$ cat src/hdl/rasr_pkg.sv
// rasr_pkg: widths, codes, job record and state types shared by the
// rational add/sub/reduce block. No dependencies.
`default_nettype none

package rasr_pkg;

    localparam int OPERAND_BITS = 16;
    localparam int MAG_W        = 2 * OPERAND_BITS;
    localparam int NUM_W        = 32;
    localparam int DEN_W        = 30;
    localparam int EXT_W        = (MAG_W > NUM_W) ? MAG_W : NUM_W;
    localparam int CNT_W        = $clog2(MAG_W);
    localparam int K_W          = $clog2(MAG_W) + 1;
    localparam int QUEUE_DEPTH  = 2;
    localparam int QPTR_W       = $clog2(QUEUE_DEPTH);

    typedef logic [OPERAND_BITS-1:0] opmag_t;
    typedef logic [MAG_W-1:0]        mag_t;

    typedef enum logic [1:0] {
        REQ_NORM = 2'd0,
        REQ_ADD  = 2'd1,
        REQ_SUB  = 2'd2,
        REQ_CMP  = 2'd3
    } req_t;

    // fixed: result needs no reduction (0/1, compare, error)
    typedef struct packed {
        logic fixed;
        logic neg;
        mag_t num;
        mag_t den;
        logic is_equal;
        logic status;
    } job_t;

    typedef enum logic [1:0] {
        F_IDLE = 2'd0,
        F_MUL  = 2'd1,
        F_PUSH = 2'd2
    } front_state_t;

    typedef enum logic [1:0] {
        B_IDLE = 2'd0,
        B_GCD  = 2'd1,
        B_DIV  = 2'd2,
        B_OUT  = 2'd3
    } back_state_t;

endpackage

`default_nettype wire

$ cat src/hdl/rasr_front.sv
// rasr_front: accepts a request beat, forms the cross products and
// classifies the item into a job record. Depends on rasr_pkg.
`default_nettype none

module rasr_front (
    input  wire logic                                   clk,
    input  wire logic                                   rst_n,
    input  wire logic                                   req_valid,
    output logic                                        req_ready,
    input  wire logic [1:0]                             req_type,
    input  wire logic signed [rasr_pkg::OPERAND_BITS-1:0] left_num,
    input  wire logic signed [rasr_pkg::OPERAND_BITS-1:0] left_den,
    input  wire logic signed [rasr_pkg::OPERAND_BITS-1:0] right_num,
    input  wire logic [rasr_pkg::OPERAND_BITS-2:0]      right_den,
    input  wire logic                                   full,
    output logic                                        push,
    output rasr_pkg::job_t                              job
);
    import rasr_pkg::*;

    front_state_t state_reg, state_next;
    req_t   op_reg;
    logic   ln_neg_reg, ld_neg_reg, rn_neg_reg;
    opmag_t ln_mag_reg, ld_mag_reg, rn_mag_reg;
    logic [OPERAND_BITS-2:0] rd_reg;
    mag_t   p_lr_reg, p_rl_reg, p_dd_reg;

    logic   accept;
    logic   den_eq;
    logic   num_neg, den_neg;
    mag_t   num_mag, den_mag;

    // sign-magnitude add, result {neg, mag}
    function automatic logic [MAG_W:0] sm_add(input logic an, input mag_t am,
                                              input logic bn, input mag_t bm);
        logic [MAG_W:0] r;
        if (an == bn)
            r = {an, am + bm};
        else if (am >= bm)
            r = {an, am - bm};
        else
            r = {bn, bm - am};
        return r;
    endfunction

    assign accept = req_valid && req_ready;

    always_comb
    begin
        state_next = state_reg;
        unique case (state_reg)
            F_IDLE: if (accept) state_next = F_MUL;
            F_MUL:  state_next = F_PUSH;
            F_PUSH: if (!full) state_next = F_IDLE;
            default: state_next = F_IDLE;
        endcase
    end

    always_comb
    begin
        req_ready = (state_reg == F_IDLE);
        push      = (state_reg == F_PUSH) && !full;
    end

    always_ff @(posedge clk or negedge rst_n)
    begin
        if (!rst_n)
            state_reg <= F_IDLE;
        else
            state_reg <= state_next;
    end

    always_ff @(posedge clk)
    begin
        if (accept)
        begin
            op_reg     <= req_t'(req_type);
            ln_neg_reg <= left_num[OPERAND_BITS-1];
            ln_mag_reg <= left_num[OPERAND_BITS-1] ? opmag_t'(~left_num) + opmag_t'(1)
                                                   : opmag_t'(left_num);
            ld_neg_reg <= left_den[OPERAND_BITS-1];
            ld_mag_reg <= left_den[OPERAND_BITS-1] ? opmag_t'(~left_den) + opmag_t'(1)
                                                   : opmag_t'(left_den);
            rn_neg_reg <= right_num[OPERAND_BITS-1] ^ (req_t'(req_type) == REQ_SUB);
            rn_mag_reg <= right_num[OPERAND_BITS-1] ? opmag_t'(~right_num) + opmag_t'(1)
                                                    : opmag_t'(right_num);
            rd_reg     <= right_den;
        end
        if (state_reg == F_MUL)
        begin
            p_lr_reg <= mag_t'(ln_mag_reg) * mag_t'(rd_reg);
            p_rl_reg <= mag_t'(rn_mag_reg) * mag_t'(ld_mag_reg);
            p_dd_reg <= mag_t'(ld_mag_reg) * mag_t'(rd_reg);
        end
    end

    // classification of the registered item
    always_comb
    begin
        den_eq = !ld_neg_reg && (ld_mag_reg == opmag_t'(rd_reg));
        if (op_reg == REQ_NORM || den_eq)
        begin
            if (op_reg == REQ_NORM)
                {num_neg, num_mag} = {ln_neg_reg, mag_t'(ln_mag_reg)};
            else
                {num_neg, num_mag} = sm_add(ln_neg_reg, mag_t'(ln_mag_reg),
                                            rn_neg_reg, mag_t'(rn_mag_reg));
            den_neg = ld_neg_reg;
            den_mag = mag_t'(ld_mag_reg);
        end
        else
        begin
            {num_neg, num_mag} = sm_add(ln_neg_reg, p_lr_reg,
                                        rn_neg_reg ^ ld_neg_reg, p_rl_reg);
            den_neg = ld_neg_reg;
            den_mag = p_dd_reg;
        end

        job.neg      = num_neg ^ den_neg;
        job.num      = num_mag;
        job.den      = den_mag;
        job.fixed    = 1'b1;
        job.is_equal = 1'b0;
        job.status   = 1'b0;
        if (op_reg == REQ_CMP)
            job.is_equal = den_eq && (ln_neg_reg == rn_neg_reg)
                           && (ln_mag_reg == rn_mag_reg);
        else if (num_mag == '0 && (op_reg == REQ_ADD || den_mag != '0))
            job.status = 1'b0;     // zero result, 0/1
        else if (den_mag == '0)
            job.status = 1'b1;     // zero denominator
        else
            job.fixed = 1'b0;
    end

endmodule

`default_nettype wire

$ cat src/hdl/rasr_queue.sv
// rasr_queue: two-entry job queue between front and back.
// Depends on rasr_pkg.
`default_nettype none

module rasr_queue (
    input  wire logic           clk,
    input  wire logic           rst_n,
    input  wire logic           push,
    input  rasr_pkg::job_t      job_in,
    output logic                full,
    input  wire logic           pop,
    output rasr_pkg::job_t      job_out,
    output logic                empty
);
    import rasr_pkg::*;

    job_t              mem_reg [QUEUE_DEPTH];
    logic [QPTR_W-1:0] wr_ptr_reg, rd_ptr_reg;
    logic [QPTR_W:0]   count_reg;

    assign full    = (count_reg == (QPTR_W+1)'(QUEUE_DEPTH));
    assign empty   = (count_reg == '0);
    assign job_out = mem_reg[rd_ptr_reg];

    always_ff @(posedge clk or negedge rst_n)
    begin
        if (!rst_n)
        begin
            wr_ptr_reg <= '0;
            rd_ptr_reg <= '0;
            count_reg  <= '0;
        end
        else
        begin
            if (push)
                wr_ptr_reg <= wr_ptr_reg + 1'b1;
            if (pop)
                rd_ptr_reg <= rd_ptr_reg + 1'b1;
            if (push && !pop)
                count_reg <= count_reg + 1'b1;
            else if (pop && !push)
                count_reg <= count_reg - 1'b1;
        end
    end

    always_ff @(posedge clk)
    begin
        if (push)
            mem_reg[wr_ptr_reg] <= job_in;
    end

endmodule

`default_nettype wire

$ cat src/hdl/rasr_back.sv
// rasr_back: binary gcd, then two bit-serial divisions by the gcd, and the
// result register. Depends on rasr_pkg.
`default_nettype none

module rasr_back (
    input  wire logic                         clk,
    input  wire logic                         rst_n,
    input  rasr_pkg::job_t                    job,
    input  wire logic                         empty,
    output logic                              pop,
    output logic                              res_valid,
    input  wire logic                         res_ready,
    output logic signed [rasr_pkg::NUM_W-1:0] result_num,
    output logic [rasr_pkg::DEN_W-1:0]        result_den,
    output logic                              is_equal,
    output logic                              status
);
    import rasr_pkg::*;

    back_state_t state_reg, state_next;
    logic        neg_reg, phase_reg;
    mag_t        num_reg, den_reg, a_reg, b_reg, divisor_reg, rem_reg, quo_reg, nq_reg;
    logic [K_W-1:0]   k_reg;
    logic [CNT_W-1:0] cnt_reg;
    logic signed [NUM_W-1:0] result_num_reg;
    logic [DEN_W-1:0]        result_den_reg;
    logic                    is_equal_reg, status_reg;

    logic           gcd_done, div_last;
    logic [MAG_W:0] rem_sh;
    logic           ge;
    mag_t           rem_new, quo_new;
    logic [EXT_W-1:0] n_ext, n_signed, d_ext;

    assign gcd_done = (a_reg == b_reg);
    assign div_last = (cnt_reg == CNT_W'(MAG_W-1));

    always_comb
    begin
        rem_sh   = {rem_reg, quo_reg[MAG_W-1]};
        ge       = rem_sh >= {1'b0, divisor_reg};
        rem_new  = ge ? mag_t'(rem_sh - {1'b0, divisor_reg}) : mag_t'(rem_sh);
        quo_new  = {quo_reg[MAG_W-2:0], ge};
        n_ext    = EXT_W'(nq_reg);
        n_signed = neg_reg ? (~n_ext + EXT_W'(1)) : n_ext;
        d_ext    = EXT_W'(quo_new);
    end

    always_comb
    begin
        state_next = state_reg;
        unique case (state_reg)
            B_IDLE: if (!empty) state_next = job.fixed ? B_OUT : B_GCD;
            B_GCD:  if (gcd_done) state_next = B_DIV;
            B_DIV:  if (div_last && phase_reg) state_next = B_OUT;
            B_OUT:  if (res_ready) state_next = B_IDLE;
            default: state_next = B_IDLE;
        endcase
    end

    always_comb
    begin
        pop       = (state_reg == B_IDLE) && !empty;
        res_valid = (state_reg == B_OUT);
    end

    always_ff @(posedge clk or negedge rst_n)
    begin
        if (!rst_n)
            state_reg <= B_IDLE;
        else
            state_reg <= state_next;
    end

    always_ff @(posedge clk)
    begin
        case (state_reg)
            B_IDLE:
            begin
                if (!empty)
                begin
                    neg_reg        <= job.neg;
                    num_reg        <= job.num;
                    den_reg        <= job.den;
                    a_reg          <= job.num;
                    b_reg          <= job.den;
                    k_reg          <= '0;
                    result_num_reg <= '0;
                    result_den_reg <= DEN_W'(1);
                    is_equal_reg   <= job.is_equal;
                    status_reg     <= job.status;
                end
            end
            B_GCD:
            begin
                if (gcd_done)
                begin
                    divisor_reg <= mag_t'(a_reg << k_reg);
                    rem_reg     <= '0;
                    quo_reg     <= num_reg;
                    cnt_reg     <= '0;
                    phase_reg   <= 1'b0;
                end
                else if (!a_reg[0] && !b_reg[0])
                begin
                    a_reg <= a_reg >> 1;
                    b_reg <= b_reg >> 1;
                    k_reg <= k_reg + 1'b1;
                end
                else if (!a_reg[0])
                    a_reg <= a_reg >> 1;
                else if (!b_reg[0])
                    b_reg <= b_reg >> 1;
                else if (a_reg > b_reg)
                    a_reg <= a_reg - b_reg;
                else
                    b_reg <= b_reg - a_reg;
            end
            B_DIV:
            begin
                if (div_last && !phase_reg)
                begin
                    // numerator done, start on the denominator
                    nq_reg    <= quo_new;
                    quo_reg   <= den_reg;
                    rem_reg   <= '0;
                    cnt_reg   <= '0;
                    phase_reg <= 1'b1;
                end
                else
                begin
                    cnt_reg <= cnt_reg + 1'b1;
                    rem_reg <= rem_new;
                    quo_reg <= quo_new;
                    if (div_last)
                    begin
                        result_num_reg <= n_signed[NUM_W-1:0];
                        result_den_reg <= d_ext[DEN_W-1:0];
                    end
                end
            end
            default: ;
        endcase
    end

    assign result_num = result_num_reg;
    assign result_den = result_den_reg;
    assign is_equal   = is_equal_reg;
    assign status     = status_reg;

endmodule

`default_nettype wire

$ cat src/hdl/rational_add_sub_reduce.sv
// rational_add_sub_reduce: top level of the rational arithmetic unit.
// Depends on rasr_pkg, rasr_front, rasr_queue, rasr_back.
`default_nettype none

// Takes one request beat (normalize, add, subtract or compare of two
// fractions) and returns one result beat: a fraction reduced by the gcd of
// numerator and denominator magnitudes, with a positive denominator. A zero
// denominator is flagged before the reduction and, unless an add gives a
// zero numerator, gives status 1 and 0/1; compare gives is_equal with 0/1.
// The front stage takes a beat, forms the three cross products (16x15 and
// 16x16) in F_MUL and classifies the item into a job in F_PUSH, then drops
// it into a two-entry queue, so it can take the next beat while the back end
// is busy. The back end sets the rate: a binary gcd over 31-bit and 30-bit
// magnitudes (one shift or subtract per cycle) followed by two restoring
// divisions by the gcd, numerator first. Compare, zero results and
// zero-denominator errors skip the gcd and the divisions. A finished result
// waits in the output register until taken.
module rational_add_sub_reduce (
    input  wire logic                                     clk,
    input  wire logic                                     rst_n,
    input  wire logic                                     req_valid,
    output logic                                          req_ready,
    input  wire logic [1:0]                               req_type,
    input  wire logic signed [rasr_pkg::OPERAND_BITS-1:0] left_num,
    input  wire logic signed [rasr_pkg::OPERAND_BITS-1:0] left_den,
    input  wire logic signed [rasr_pkg::OPERAND_BITS-1:0] right_num,
    input  wire logic [rasr_pkg::OPERAND_BITS-2:0]        right_den,
    output logic                                          res_valid,
    input  wire logic                                     res_ready,
    output logic signed [rasr_pkg::NUM_W-1:0]             result_num,
    output logic [rasr_pkg::DEN_W-1:0]                    result_den,
    output logic                                          is_equal,
    output logic                                          status
);
    import rasr_pkg::*;

    job_t front_job, queue_job;
    logic push, pop, full, empty;

    // front: capture, cross products, classification
    rasr_front u_front (
        .clk       (clk),
        .rst_n     (rst_n),
        .req_valid (req_valid),
        .req_ready (req_ready),
        .req_type  (req_type),
        .left_num  (left_num),
        .left_den  (left_den),
        .right_num (right_num),
        .right_den (right_den),
        .full      (full),
        .push      (push),
        .job       (front_job)
    );

    // decoupling queue
    rasr_queue u_queue (
        .clk     (clk),
        .rst_n   (rst_n),
        .push    (push),
        .job_in  (front_job),
        .full    (full),
        .pop     (pop),
        .job_out (queue_job),
        .empty   (empty)
    );

    // back: gcd, divisions, result register
    rasr_back u_back (
        .clk        (clk),
        .rst_n      (rst_n),
        .job        (queue_job),
        .empty      (empty),
        .pop        (pop),
        .res_valid  (res_valid),
        .res_ready  (res_ready),
        .result_num (result_num),
        .result_den (result_den),
        .is_equal   (is_equal),
        .status     (status)
    );

endmodule

`default_nettype wire

$ cat config.mk
export PLATFORM = sky130hd
export DESIGN_NAME = rational_add_sub_reduce
export DESIGN_NICKNAME = d
export VERILOG_FILES = /design/src/hdl/rasr_pkg.sv /design/src/hdl/rasr_front.sv /design/src/hdl/rasr_queue.sv /design/src/hdl/rasr_back.sv /design/src/hdl/rational_add_sub_reduce.sv
export SDC_FILE = /design/constraint.sdc
export NUM_CORES = 2
export LEC_CHECK = 0
export BUFFER_PORTS_ARGS = -buffer_cell sky130_fd_sc_hd__buf_2
export CORE_UTILIZATION = 70
export DETAILED_ROUTE_END_ITERATION = 8
export PLACE_DENSITY = 0.88
export RECOVER_POWER = 100
export SLEW_MARGIN = 20
export SYNTH_ARGS = -nofsm -noshare
export SYNTH_HDL_FRONTEND = slang
export SYNTH_SLANG_ARGS = --single-unit
$ cat constraint.sdc
create_clock -name clk -period 16.55 [get_ports clk]
set_input_delay 3.31 -clock clk [delete_from_list [all_inputs] [get_ports clk]]
set_output_delay 3.31 -clock clk [all_outputs]
set_load 0.05 [all_outputs]
* Word level (Yosys, flattened, before mapping)
Memory sizes are Yosys's and may differ from the RTL's.
Cells that the tools add are included.
** Word-level totals
- Register bits after elaboration :: 503
- Latch bits :: 0
- RAM bits :: 134
- ROM bits :: 0
- Bits of input ports :: 69
- Output and inout port bits :: 66
- Memories :: 1
** Memories
- u_queue.mem_reg :: depth 2, bits a word 67, read ports 1, clocked after Yosys merged registers in 0, wr ports 1, line rasr_queue.sv:17 : job_t mem_reg [QUEUE_DEPTH];
** Cells by class
- Add/sub/neg operators :: 19
- $mul :: 3
- Div/mod/pow operators :: 0
- Order comparisons :: 4
- Eq/ne operators :: 30
- Shift-type cells :: 1
- Muxes and demuxes :: 71
- Bitwise logic cells :: 8
- Reduce and logical (&&, ||, !) cells :: 46
** Operator list (number)
- two-way mux 32 bit :: 23
- one-hot mux 32 bit (2 select lines) :: 5
- two-way mux 33 bit :: 4
- subtractor 32 bit :: 3
- two-way mux 30 bit :: 3
- logical NOT 32 bit :: 2
- multiplier 16 x 15 -> 31 bit :: 2
- one-hot mux 30 bit (2 select lines) :: 1
- adder 16 x 1 -> 16 bit (second input constant) :: 3
- NOT 16 bit :: 3
- two-way mux 15 bit :: 3
- subtractor 16 x 16 -> 17 bit :: 2
- greater-or-equal comparator 33 x 32 -> 1 bit :: 1
- adder 31 x 32 -> 32 bit :: 1
- adder 32 x 1 -> 32 bit (second input constant) :: 1
- equality test 32 bit :: 1
- greater-or-equal comparator 31 x 32 -> 1 bit :: 1
- greater-than comparator 32 bit :: 1
- multiplier 16 x 16 -> 32 bit :: 1
- NOT 32 bit :: 1
- nonzero test 32 bit :: 1
- << shifter 32 x 6 -> 32 bit :: 1
- subtractor 31 x 32 -> 32 bit :: 1
- subtractor 32 x 31 -> 32 bit :: 1
- other kinds (38) :: 116

* Logic depth before layout (Yosys ltp)
- Depth in word-level cells :: 9
- Gate-level depth with buffers :: 27

* Cells and area by module
From an unflattened synthesis, not the netlist that was laid out.
** Unflattened totals
- Cell total of the unflattened synthesis :: 6644
- Area total of the unflattened synthesis :: 64597.0 um2
** By module, submodules not included
- rasr_front :: times used 1, cells each 4415, area an instance 38689.6 um2, seq. area each 4914.7 um2
- rasr_back :: times used 1, cells each 2001, area an instance 20771.2 um2, seq. area each 10049.6 um2
- rasr_queue :: times used 1, cells each 228, area an instance 5136.2 um2, seq. area each 4184.0 um2

* Worst setup path after synthesis
No wires, ideal clock.
- Kind :: register to register
- Start point :: register u_front.rn_mag_reg[10]
- End point :: register u_front.p_rl_reg[24], data pin
- Data arrival time :: 6.481 ns
- Required time :: 16.284 ns
- Path slack :: 9.803 ns
- Stages on the path, launching flop included :: 26
- Path buffers :: 1
- Period minus slack after synthesis :: 6.747 ns
- Cell sequence :: edfxtp_1 > clkbuf_1 > nand2_1 > fa_1 > fa_1 > inv_1 > fa_1 > inv_1 > fa_1 > inv_1 > fa_1 > inv_1 > fa_1 > inv_1 > ha_1 > a21o_1 > a21o_1 > a21oi_1 > o21ai_0 > and3_1 > o31a_1 > o21ai_0 > o21bai_1 > a41o_1 > o41ai_1 > xnor2_1
** On the way
- Cells in the longest elaborated chain, start to end :: 1
** Ends and longest elaborated chain
- start, declared :: line rasr_front.sv:24 : opmag_t ln_mag_reg, ld_mag_reg, rn_mag_reg;
- start signal, assigned :: line rasr_front.sv:85 : rn_mag_reg <= right_num[OPERAND_BITS-1] ? opmag_t'(~right_num) + opmag_t'(1)
- multiplier 16 x 16 -> 32 bit :: line rasr_front.sv:92 : p_rl_reg <= mag_t'(rn_mag_reg) * mag_t'(ld_mag_reg);
- end signal, assigned :: line rasr_front.sv:92
- end, declared :: line rasr_front.sv:26 : mag_t p_lr_reg, p_rl_reg, p_dd_reg;
No other way between the ends.
A chain may end at the register's enable or synchronous reset.

* Final worst setup path
- Start point :: register u_front.ld_mag_reg[2]
- End point :: register u_front.p_rl_reg[24], data pin
** On the way
- Cells in the longest elaborated chain, start to end :: 1
** Ends and longest elaborated chain
- start, declared :: line rasr_front.sv:24
- start signal, assigned :: line rasr_front.sv:82 : ld_mag_reg <= left_den[OPERAND_BITS-1] ? opmag_t'(~left_den) + opmag_t'(1)
- multiplier 16 x 16 -> 32 bit :: line rasr_front.sv:92
No other way between the ends.

==> results.toml <==
[status]
status = "complete, but fails checks"
violations = "capacitance limit, slew limit"

[logic_synthesis]
syn_area_um2 = 64500
synth-edff-count = 628
synthesis.nets = 7896
synth_seq_cells = 636
synth.area.top_cells = "edfxtp_1 29%, fa_1 17%, ha_1 11%"
async_flop_share_pct = 1.26
syn_area_per_cell_um2 = 9.62
syn_inst = 6705
ys_seq_area_share_pct = 29.5
ys_warn_count = 0
synth_ff_type = "edfxtp_1"
yosys.area.top_type = "edfxtp_1"
synth_cell_types = 110
synth_top_area_share_pct = 29.2

[die]
dieWidth_um = 306
dieArea_um2 = 93400
core_um2 = 90700
io_pins = 135
core.rowCount = 110
die_y_um = 306
initial_core_util_pct = 71.1

[sta]
min_period_ns = 8.08
rsz0062_at_grt = "false"
finalSetupTns_ns = 0
finalSetupViolCount = 0
slew_headroom_pct = -202
worstMarginPinSlew_ns = 4.53
timing.fmax_mhz = 124
drv_slew = 988
finalHoldViolations = 0
final.period_utilization_pct = 48.8
skew_ns = 0.0385

[setup_path]
worstPathArrival_ns = 8.47
worstPathRequired_ns = 16.94
crit_type = "reg -> reg"
cp-end-kind = "register"
cp-start-kind = "register"
reg2reg_to = "u_front.p_rl_reg[24]"
critPathMaxFanout = 18
r2r_slack_ns = 8.47
rr_startpoint = "u_front.ld_mag_reg[2]"
reg2reg_depth = 25

[detailed_routing]
drc = 0
first_pass_iters = 6
drt-initial-drc-count = 6171
wl_um = 194000
avgRoutedWirePerCell_um = 24.5
routed_via_density = 6.53
vias = 51600
antenna_left = 0

[placed_design]
place_inst = 7777
hpwl_um = 147000
io_buffers = 134
gp_congestion = 1.03

[finish]
drive_above_1_share_pct = 4.62
final_cells = 7908
fillers = 6155
area_growth_pct = 5.54
final_nets = 7865
largest_reg_flops = 134

[worst_hold_path]
min_path_type = "reg -> reg"
holdPathStages = 0
hp-start = "u_back.quo_reg[29]"
min_delay_worst_endpoint = "u_back.n_ext[30]"

[clocking]
worstSkewPairLatency_ns = 0.67
htree_levels = 3
clockBufferDepth = 3
cts.sinks = 636
cts_resized = 0
cts_tree = "built"
clock-root-buffer = "clkbuf_16"
path_clk_slew_ns = 0.06
cts_setup_buffers = 0
cts_inserted_buffers = 71
hold_buffers = 0

[grt]
grt-ovfl-total = 0
grt_pass1_vias = 51800
antenna_found_initial = 8
grtUsageTotal_pct = 41.8
grt_pass1_wl_um = 298000
grt_max_degree = 95

[job]
cap_violations = 21
-- cells by family after synthesis --
kind of cell	count (synthesis)	share of synthesized area [%]
buffers and inverters	1260	7.50
flip-flops	636	29.5
multiplexers	176	3.30
AO/OA/AOI/OAI	1248	12.5
AND/OR/NAND/NOR	1990	15.1
adder cells (fa/ha/maj)	1122	28.3
XOR/XNOR	273	3.72
-- cell usage in the layout (no fill, tap or decap), drive strengths merged, types with 42 or more instances in the layout --
cell,netlist,final
a21o,113,113
a211oi,50,50
and2,461,461
inv,939,946
xor2,83,83
clkbuf,257,191
a21oi,424,424
or3,42,42
buf,61,110
o21bai,55,55
nand2,615,615
ha,559,559
nor3,101,101
o21ai,232,232
fa,563,563
xnor2,190,190
edfxtp,628,628
a31oi,47,47
o21a,46,46
nor2,456,456
nand3,62,62
mux2i,80,80
mux2,74,74
nand2b,48,48
-- per-stage QoR --
step | setup WS, ns | area [um2] | utilization [%] | hold slack [ns]
floorplan | 9.80 | 64500 | - | 0.426
global placement | 9.23 | 66100 | 72.8 | 0.438
detailed placement | 9.02 | 66100 | 72.8 | 0.455
CTS | 8.93 | 68400 | 75.4 | 0.469
global route | 8.11 | 68100 | 75.1 | 0.486
finish | 8.47 | 68100 | 75.1 | 0.472
-- how the worst max path moves through the flow --
stage                           startpoint                    to  slack, ns  cells past startpoint
floorplan           u_front.rn_mag_reg[10]  u_front.p_rl_reg[24]       9.80                     25
global placement    u_front.rn_mag_reg[10]  u_front.p_rl_reg[24]       9.23                     24
detailed placement   u_front.ld_mag_reg[2]  u_front.p_rl_reg[24]       9.02                     25
CTS                  u_front.ld_mag_reg[2]  u_front.p_rl_reg[24]       8.93                     25
global route         u_front.ld_mag_reg[2]  u_front.p_rl_reg[24]       8.11                     25
finish               u_front.ld_mag_reg[2]  u_front.p_rl_reg[24]       8.47                     25
-- worst max-delay path, cell delays in order, from the launching register on --
cell      delay, ns
edfxtp_1       0.76
clkbuf_1       0.62
nand2_1        0.17
fa_1           0.53
fa_1           0.55
inv_1          0.06
fa_1           0.50
inv_1          0.06
fa_1           0.54
inv_1          0.05
fa_1           0.48
inv_1          0.05
fa_1           0.47
inv_1          0.04
ha_1           0.35
a21o_1         0.19
a21o_1         0.19
a21oi_1        0.35
o21ai_0        0.20
and3_1         0.25
o31a_1         0.29
o21ai_0        0.29
o21bai_1       0.13
a41o_1         0.26
o41ai_1        0.31
xnor2_1        0.11
-- synthesized netlist by cell type, types with 46 or more instances --
library cell and number:
xnor2_1 190, mux2i_1 80, mux2_2 73, o21a_1 46
nand2_1 614, xor2_1 82, a21oi_1 423, and2_1 461
o21bai_1 55, fa_1 563, nand2b_1 48, clkbuf_1 257
o21ai_0 223, a21o_1 113, ha_1 559, a211oi_1 46
edfxtp_1 628, nor2_1 456, nor3_1 98, nand3_1 62
inv_1 936
-- layout make-up --
type                            count  area [um2]  share of cell area (%)
Sequential cell                   636       19100                    28.0
Clock inverter                     40         459                   0.674
Tap cell                         1176        1470                    2.16
Clock buffer                       87        1840                    2.70
Inverter                          942        3540                    5.19
Antenna cell                        4        10.0                  0.0147
Multi-Input combinational cell   4809       40600                    59.7
Timing Repair Buffer              214        1080                    1.58
-- per-layer routing --
layer	global-route usage [%]	vias to the layer above	wire, um
met5	0	-	34
met4	18.8	4	9590
met3	10.8	628	24600
met2	63.6	3341	85700
met1	56.6	25100	74000
li1	-	22500	-
Power is not shown: default switching activity piles up to over one toggle a cycle in this logic, so the estimate is an artifact.
